`src/design/assert_macros.svh`:
```
// ----------------------------------------------------------------------------
// assert_macros.svh
// Shared concurrent assertion macros, clocked on clk and disabled in reset.
// ----------------------------------------------------------------------------
`ifndef ASSERT_MACROS_SVH
`define ASSERT_MACROS_SVH

// Check a property at every rising edge of clk outside reset.
`define SPQ_ASSERT(label, prop, msg) \
    label: assert property (@(posedge clk) disable iff (!rst_n) (prop)) \
        else $error(msg);

// Check a consequent in the cycle after an antecedent.
`define SPQ_ASSERT_NEXT(label, ante, cons, msg) \
    label: assert property (@(posedge clk) disable iff (!rst_n) (ante) |=> (cons)) \
        else $error(msg);

`endif

```
`src/design/spq_pkg.sv`:
```
// ----------------------------------------------------------------------------
// spq_pkg
// Types and constants shared by the sorted priority queue modules.
// ----------------------------------------------------------------------------
`default_nettype none

package spq_pkg;

    // Default configuration
    localparam int CAPACITY_DEFAULT = 64;
    localparam int KEY_BITS_DEFAULT = 16;

    // Width of the key fields on the ports
    localparam int KEY_IO_BITS = 16;

    // Operation codes on func
    localparam logic OP_INSERT = 1'b0;
    localparam logic OP_REMOVE = 1'b1;

    // Result status codes
    localparam logic [1:0] ST_INSERTED  = 2'd0;
    localparam logic [1:0] ST_REMOVED   = 2'd1;
    localparam logic [1:0] ST_UNDERFLOW = 2'd2;
    localparam logic [1:0] ST_OVERFLOW  = 2'd3;

    // Per-cycle command broadcast to every cell
    typedef struct packed {
        logic ins;
        logic rem;
    } cell_cmd_t;

endpackage

`default_nettype wire

```
`src/design/sorted_priority_queue_core.sv`:
```
// ----------------------------------------------------------------------------
// sorted_priority_queue_core
// Min-priority queue kept as a sorted row of CAPACITY cells. Each beat on the
// input either inserts key_in (func = insert) or removes the smallest key
// (func = remove); every input beat yields exactly one output beat carrying
// key_out, status and the occupancy after the operation. Equal keys leave in
// arrival order. Remove on an empty queue reports underflow, insert on a
// full queue drops the key and reports overflow; both leave the contents
// unchanged, and key_out is zero for anything but a successful remove. All
// cells compare against the incoming key in parallel and shift by one slot
// in the same cycle: the block takes an input beat every cycle as long as
// the output register is empty or is being drained, and the result appears
// in the cycle after the input beat. Rate is set by the compare-and-shift
// of the cell row.
// ----------------------------------------------------------------------------
`default_nettype none

module sorted_priority_queue_core
    import spq_pkg::*;
#(
    parameter int CAPACITY = CAPACITY_DEFAULT,
    parameter int KEY_BITS = KEY_BITS_DEFAULT
)
(
    input  wire logic                              clk,
    input  wire logic                              rst_n,
    input  wire logic                              in_valid,
    output logic                                   in_ready,
    input  wire logic                              func,
    input  wire logic [KEY_IO_BITS-1:0]            key_in,
    output logic                                   out_valid,
    input  wire logic                              out_ready,
    output logic [KEY_IO_BITS-1:0]                 key_out,
    output logic [1:0]                             status,
    output logic [$clog2(CAPACITY+1)-1:0]          occupancy
);

    `include "assert_macros.svh"

    localparam int CNT_BITS = $clog2(CAPACITY + 1);

    // Fill count and output register
    logic [CNT_BITS-1:0]    count_reg;
    logic [CNT_BITS-1:0]    count_next;
    logic                   out_valid_reg;
    logic                   out_valid_next;
    logic [KEY_IO_BITS-1:0] key_out_reg;
    logic [KEY_IO_BITS-1:0] key_out_next;
    logic [1:0]             status_reg;
    logic [1:0]             status_next;
    logic [CNT_BITS-1:0]    occ_reg;
    logic [CNT_BITS-1:0]    occ_next;

    logic                   accept;
    logic                   full;
    logic                   empty;
    cell_cmd_t              cmd;
    logic [KEY_BITS-1:0]    new_key;
    logic [KEY_IO_BITS-1:0] head_key_io;

    // Cell chain: take_w[i] / key_w[i] come from cell i; the last cell has
    // no right neighbor and takes its own key back on remove.
    logic                   take_w [0:CAPACITY-1];
    logic [KEY_BITS-1:0]    key_w  [0:CAPACITY-1];

    // Accept a new beat whenever the output register is free or draining
    assign in_ready = !out_valid_reg || out_ready;
    assign accept   = in_valid && in_ready;

    assign full  = (count_reg == CNT_BITS'(CAPACITY));
    assign empty = (count_reg == '0);

    // Commands for the cell row; refused operations touch nothing
    assign cmd.ins = accept && (func == OP_INSERT) && !full;
    assign cmd.rem = accept && (func == OP_REMOVE) && !empty;

    // Fit the port key into the stored key width and back
    generate
        if (KEY_BITS <= KEY_IO_BITS)
        begin : g_key_narrow
            assign new_key = key_in[KEY_BITS-1:0];
            assign head_key_io = KEY_IO_BITS'(key_w[0]);
        end
        else
        begin : g_key_wide
            assign new_key = KEY_BITS'(key_in);
            assign head_key_io = key_w[0][KEY_IO_BITS-1:0];
        end
    endgenerate

    // Row of cells: each takes from its left on insert, from its right on
    // remove. Cell zero always holds the smallest key.
    generate
        for (genvar i = 0; i < CAPACITY; i++)
        begin : g_cell
            logic                left_take;
            logic [KEY_BITS-1:0] left_key;
            logic [KEY_BITS-1:0] right_key;

            if (i == 0)
            begin : g_first
                assign left_take = 1'b0;
                assign left_key  = new_key;
            end
            else
            begin : g_mid
                assign left_take = take_w[i-1];
                assign left_key  = key_w[i-1];
            end

            if (i == CAPACITY - 1)
            begin : g_last
                assign right_key = key_w[i];
            end
            else
            begin : g_inner
                assign right_key = key_w[i+1];
            end

            spq_cell #(
                .KEY_BITS (KEY_BITS),
                .CNT_BITS (CNT_BITS),
                .IDX      (i)
            ) u_cell (
                .clk       (clk),
                .cmd       (cmd),
                .count     (count_reg),
                .new_key   (new_key),
                .left_take (left_take),
                .left_key  (left_key),
                .right_key (right_key),
                .take      (take_w[i]),
                .key       (key_w[i])
            );
        end
    endgenerate

    // Next count and result beat
    always_comb
    begin
        count_next     = count_reg;
        out_valid_next = out_valid_reg;
        key_out_next   = key_out_reg;
        status_next    = status_reg;
        occ_next       = occ_reg;

        if (cmd.ins)
        begin
            count_next = count_reg + 1'b1;
        end
        else if (cmd.rem)
        begin
            count_next = count_reg - 1'b1;
        end

        // Drop the held beat once taken
        if (out_valid_reg && out_ready)
        begin
            out_valid_next = 1'b0;
        end

        if (accept)
        begin
            out_valid_next = 1'b1;
            key_out_next   = '0;
            occ_next       = count_next;
            if (func == OP_INSERT)
            begin
                status_next = full ? ST_OVERFLOW : ST_INSERTED;
            end
            else if (empty)
            begin
                status_next = ST_UNDERFLOW;
            end
            else
            begin
                status_next  = ST_REMOVED;
                key_out_next = head_key_io;
            end
        end
    end

    always_ff @(posedge clk or negedge rst_n)
    begin
        if (!rst_n)
        begin
            count_reg     <= '0;
            out_valid_reg <= 1'b0;
        end
        else
        begin
            count_reg     <= count_next;
            out_valid_reg <= out_valid_next;
        end
    end

    // Result payload holds until the next accepted beat
    always_ff @(posedge clk)
    begin
        key_out_reg <= key_out_next;
        status_reg  <= status_next;
        occ_reg     <= occ_next;
    end

    assign out_valid = out_valid_reg;
    assign key_out   = key_out_reg;
    assign status    = status_reg;
    assign occupancy = occ_reg;

    `SPQ_ASSERT(a_count_bound, count_reg <= CNT_BITS'(CAPACITY), "fill count exceeds capacity")
    `SPQ_ASSERT_NEXT(a_remove_count, cmd.rem, count_reg == $past(count_reg) - 1'b1, "remove did not drop count")
    `SPQ_ASSERT(a_overflow_full, !(out_valid_reg && status_reg == ST_OVERFLOW) || occ_reg == CNT_BITS'(CAPACITY), "overflow reported below capacity")
    `SPQ_ASSERT(a_head_sorted, count_reg < CNT_BITS'(2) || key_w[0] <= key_w[1], "head cells out of order")

endmodule

`default_nettype wire

```
`src/design/spq_cell.sv`:
```
// ----------------------------------------------------------------------------
// spq_cell
// One slot of the sorted row: holds a key, compares it with the incoming key
// and takes its left or right neighbor's key on insert or remove.
// ----------------------------------------------------------------------------
`default_nettype none

module spq_cell
    import spq_pkg::*;
#(
    parameter int KEY_BITS = KEY_BITS_DEFAULT,
    parameter int CNT_BITS = 7,
    parameter int IDX      = 0
)
(
    input  wire logic                clk,
    input  wire cell_cmd_t           cmd,
    input  wire logic [CNT_BITS-1:0] count,
    input  wire logic [KEY_BITS-1:0] new_key,
    input  wire logic                left_take,
    input  wire logic [KEY_BITS-1:0] left_key,
    input  wire logic [KEY_BITS-1:0] right_key,
    output logic                     take,
    output logic [KEY_BITS-1:0]      key
);

    logic [KEY_BITS-1:0] key_reg;
    logic [KEY_BITS-1:0] key_next;
    logic                occupied;

    // Slot is live when it lies below the fill count
    assign occupied = (CNT_BITS'(IDX) < count);

    // New key lands here or further left: slot empty or holds a larger key
    assign take = !occupied || (key_reg > new_key);

    always_comb
    begin
        key_next = key_reg;
        if (cmd.ins && take)
        begin
            key_next = left_take ? left_key : new_key;
        end
        else if (cmd.rem)
        begin
            key_next = right_key;
        end
    end

    always_ff @(posedge clk)
    begin
        key_reg <= key_next;
    end

    assign key = key_reg;

endmodule

`default_nettype wire
```
`config.mk`:
```
export PLATFORM = sky130hd
export DESIGN_NAME = sorted_priority_queue_core
export DESIGN_NICKNAME = d
export VERILOG_FILES = /design/src/design/spq_pkg.sv /design/src/design/sorted_priority_queue_core.sv /design/src/design/spq_cell.sv
export VERILOG_INCLUDE_DIRS = /design/src /design/src/design
export SDC_FILE = /design/constraint.sdc
export NUM_CORES = 2
export LEC_CHECK = 0
export ABC_CLOCK_PERIOD_IN_PS = 21000
export BUFFER_PORTS_ARGS = -buffer_cell sky130_fd_sc_hd__buf_2
export CAP_MARGIN = 0
export CORE_AREA = 2 2 845 426
export DETAILED_ROUTE_END_ITERATION = 10
export DIE_AREA = 0 0 847 428
export PLACE_DENSITY = 0.48
export SLEW_MARGIN = 20
export SYNTH_ARGS = -nofsm -noshare
export SYNTH_HDL_FRONTEND = slang
export SYNTH_HIERARCHICAL = 1
export SYNTH_SLANG_ARGS = --single-unit
export TNS_END_PERCENT = 20
```
`constraint.sdc`:
```
create_clock -name clk -period 21 [get_ports clk]
set_clock_uncertainty 0.05 [all_clocks]
set_input_delay 4.2 -clock clk [delete_from_list [all_inputs] [get_ports clk]]
set_output_delay 4.2 -clock clk [all_outputs]
set_load 0.02 [all_outputs]
```
Yosys cells after proc, flatten, opt, wreduce, memory -nomap -nowiden
Index checks and enable logic that the tools add are counted.
{ "totals": {"input_bits": 21, "reg_bits": 1057, "romBits": 0, "latch_bits": 0, "memories": 0, "output_inout_bits": 27, "ramBits": 0, "wordCells": 665} }
{ "op_classes": {"mul": 0, "reduce_logical": 268, "n_bitwise": 1, "n_eq_ne": 1, "n_div": 0, "muxes": 196, "shifts": 0, "magnitude_cmp": 128, "n_addsub": 2} }
{ "op_table": {"columns": ["op", "count"], "rows": [
  ["$mux 16", 189],
  ["$gt 16x16->1", 64],
  ["$lt 6x7->1 const A", 32],
  ["$reduce_bool 2->1", 64],
  ["$lt 5x7->1 const A", 16],
  ["$logic_and 1x1->1", 70],
  ["$logic_not 1->1", 67],
  ["$logic_or 1x1->1", 65],
  ["$lt 4x7->1 const A", 8],
  ["$lt 3x7->1 const A", 4],
  ["$lt 1x7->1 const A", 2],
  ["$lt 2x7->1 const A", 2],
  ["$mux 7", 2],
  ["$add 7x1->7 const B", 1],
  ["$eq 7x7->1 const B", 1],
  ["$logic_not 7->1", 1],
  ["$sub 7x1->7 const B", 1],
  ["$mux 2", 3],
  ["$mux 1", 2],
  ["$reduce_or 2->1", 1],
  ["$not 1->1", 1]
]} }

Depth between registers and ports, before layout
{ "depth": {"ltp_word": 7, "depth_mapped": 11} }

Modules after synthesis
The synthesis kept the hierarchy.
{ "modules_own_cells": {"columns": ["mod", "cells_each", "area_each_um2", "instances"], "rows": [
  ["spq_cell (g_cell[2].u_cell ...)", 134, 1358.8, 6],
  ["spq_cell (g_cell[12].u_cell ...)", 132, 1360.1, 5],
  ["spq_cell (g_cell[33].u_cell ...)", 134, 1356.3, 5],
  ["spq_cell (g_cell[17].u_cell ...)", 132, 1361.3, 4],
  ["spq_cell (g_cell[14].u_cell ...)", 132, 1358.8, 3],
  ["spq_cell (g_cell[26].u_cell ...)", 133, 1356.3, 3],
  ["spq_cell (g_cell[35].u_cell ...)", 134, 1355.0, 3],
  ["spq_cell (g_cell[20].u_cell ...)", 136, 1366.3, 2],
  ["spq_cell (g_cell[21].u_cell ...)", 132, 1362.6, 2],
  ["spq_cell (g_cell[32].u_cell ...)", 135, 1362.6, 2],
  ["spq_cell (g_cell[22].u_cell ...)", 134, 1360.1, 2],
  ["spq_cell (g_cell[37].u_cell ...)", 134, 1357.6, 2],
  ["spq_cell (g_cell[27].u_cell ...)", 133, 1352.5, 2],
  ["spq_cell (g_cell[23].u_cell ...)", 133, 1351.3, 2],
  ["21 more rows", null, null, null]
]} }

Worst setup path after synthesis
OpenSTA, ideal clock, no wires.
{ "synth_timing": {"path_type": "input to register", "startpoint": "input port out_ready", "endpoint": "register g_cell[11].u_cell.key_reg[0] (enable)", "cell_stages": 7, "slack_ns": 7.042, "arrival_time_ns": 13.535, "setup_time_ns": 0.373, "t_required_ns": 20.577, "cell_sequence": "nand2b_1 nand2_1 nor3_1 o41ai_2 a31oi_4 buf_6 or2_1"} }
{ "synth_rtl": {"columns": ["element", "line", "source"], "rows": [
  ["from (decl)", "sorted_priority_queue_core.sv:32", "input wire logic out_ready,"],
  ["to (signal assigned)", "spq_cell.sv:52", "key_reg <= key_next;"],
  ["to (decl)", "spq_cell.sv:27", "logic [KEY_BITS-1:0] key_reg;"]
]} }

Worst setup path after layout
{ "layout_timing": {"startpoint": "input port out_ready", "endpoint": "output port in_ready"} }
{ "layout_via": {"elab_chain_len": 1} }
{ "layout_lines": {"columns": ["element", "line", "source"], "rows": [
  ["$logic_or 1x1->1", "sorted_priority_queue_core.sv:67", "assign in_ready = !out_valid_reg || out_ready;"],
  ["to (decl)", "sorted_priority_queue_core.sv:28", "output logic in_ready,"]
]} }
Every way passes these cells.

==> out/metrics.csv <==
metric,value,unit
p_sw_share,41.7,%
syn_area,88400,µm²
p_per_area,92.8,nW/µm²
ios,48,
die_h,428,µm
cts_setup_buffers,0,
p_seq_share,36.5,%
max-vdd-ir-drop,79.0,µV
cts_resized,0,
htree_levels,3,
nets,9613,
gp_congestion,0.891,
vias,67800,
area_growth,9.14,%
place_ws,11760,ps
grtUsageMet3,4.19,%
cts_tree,done,
dp_hpwl,228,mm
cp-end-kind,primary output,
outcome,"finished, final reports clean",
drc_errors,0,
ant_nets,0,
via_per_inst,5.05,
power_switching,3730,µW
internal_power,5220,µW
rsz0062_at_grt,no,
syn_inst,8637,
worst_ep_arrival_time,4840,ps
fin_crit_sh,43.3,%
ctsHoldBuffers,0,
coreArea,355000,µm²
critPathRequiredTime,16750,ps
grt_use_total,15.9,%
cts_buffers,106,
cap_violations,0,
hp-class,reg2reg,
syn_area_per_cell,10.2,µm²
period_minus_slack,9090,ps
setup_viol,0,
wirelength,303,mm
grt_max_degree,75,
largest_reg_flops,1024,
root_buffer,clkbuf_16,
final_core_util,27.2,%
wl_per_cell,22.5,µm
met1_usage,28.3,%
fmax,110,MHz
dr.pass1.iters,6,
grt-ovfl-total,0,
top_usage_layer,met1,
grt_pass1_wl,438,mm
yosys_warnings,6,
die-area,363000,µm²
max-slew-margin-rel,21.3,%
cts.reportedPaths.clkPinSlew,70,ps
path_max_fanout,12,
combPwrFrac,41.1,%
drive_above_1_share,18.8,%
crit_path_start_kind,primary input,
worstMarginPinSlew,1180,ps
fillCellCount,36900,
tns,0,ps
clkPwrFrac,22.4,%
antenna_found_initial,13,
ctsLongestPathBuffers,3,
report.final.slew_viol_count,0,
crit_type,in2out,
rows,155,
worstSkewPairLatency,780,ps
hold_violations,0,
io_buffers,47,
leakagePower,0.0402,µW
drt-initial-drc-count,7953,
use_met2,17.7,%
grt_pass1_vias,64300,
fp.dieW,847,µm
cts.sinks,1057,
initial_core_util,24.9,%
setup_ws,11910,ps
## layout make-up
cell class	count	area (µm²)	share of cell area [%]
sequential	1057	31700	32.9
antenna	2	5.00	0.00519
timing repair buffer	108	762	0.790
inverter	1035	3880	4.03
multi-input combinational	6257	50800	52.6
clock buffer	133	2840	2.94
tap	4788	5990	6.21
clock inverter	63	524	0.543
## per-layer routing
layer	routed length [µm]	vias to the layer above
met5	12	-
met4	3910	2
met3	32300	265
met2	97000	2918
met1	169000	33400
li1	-	31200
## power by group through the flow
stage               clock network [µW]  logic [µW]  registers [µW]
finish                            2010        3680            3260
global route                      2130        4010            3290
CTS                               2050        3590            3250
detailed placement                   0        3570            3290
global placement                     0        3460            3280
floorplan                            0        2580            3070
## worst max-delay path, stage by stage
cell      delay [ps]
buf_2             90
nand2b_1         300
buf_2            250
## through the flow
| stage | instances | cell area (µm²) | hold slack, ps | power (µW) |
|---|---|---|---|---|
| floorplan | 8640 | 88400 | 493 | 5650 |
| global placement | 13200 | 93100 | 536 | 6750 |
| detailed placement | 13200 | 93100 | 545 | 6860 |
| CTS | 13400 | 96500 | 549 | 8890 |
| global route | 13400 | 96500 | 563 | 9430 |
| finish | 13400 | 96500 | 531 | 8960 |
## worst paths after layout
path	startpoint	end	slack [ps]	depth (start not counted)
max	out_ready	in_ready	11910	3
min	g_cell[51].u_cell/key[3]$_DFFE_PP_	g_cell[50].u_cell/key[3]$_DFFE_PP_	530	1
max reg2reg	count_reg[3]$_DFF_PN0_	g_cell[49].u_cell/key[4]$_DFFE_PP_	15210	9
min reg2reg	g_cell[51].u_cell/key[3]$_DFFE_PP_	g_cell[50].u_cell/key[3]$_DFFE_PP_	530	1
max in group asynchronous	rst_n	count_reg[3]$_DFF_PN0_	17450	1
min in group asynchronous	rst_n	count_reg[6]$_DFF_PN0_	3240	1
## cells in the final DEF, fill, tap and decap left out, types with 28 or more instances in the layout
cell type,instances
and4_1,55
nor2b_1,63
edfxtp_1,1049
or4b_2,29
buf_4,74
nor4_1,42
or3_1,33
clkbuf_16,110
nand4_2,52
nor3_1,111
mux2_1,35
nand2_1,1377
mux2_2,477
or4_4,35
o311a_1,30
mux2_4,576
a21o_1,116
nand4_1,90
ha_1,1027
nor4_2,28
nor2_1,41
nand3_1,35
a21oi_1,381
o21bai_1,94
o21ai_0,1086
o41ai_4,30
or2_1,47
a2111o_1,31
a31oi_4,33
buf_2,31
inv_1,1035
Note: power is estimated with default switching activity, not from simulation.
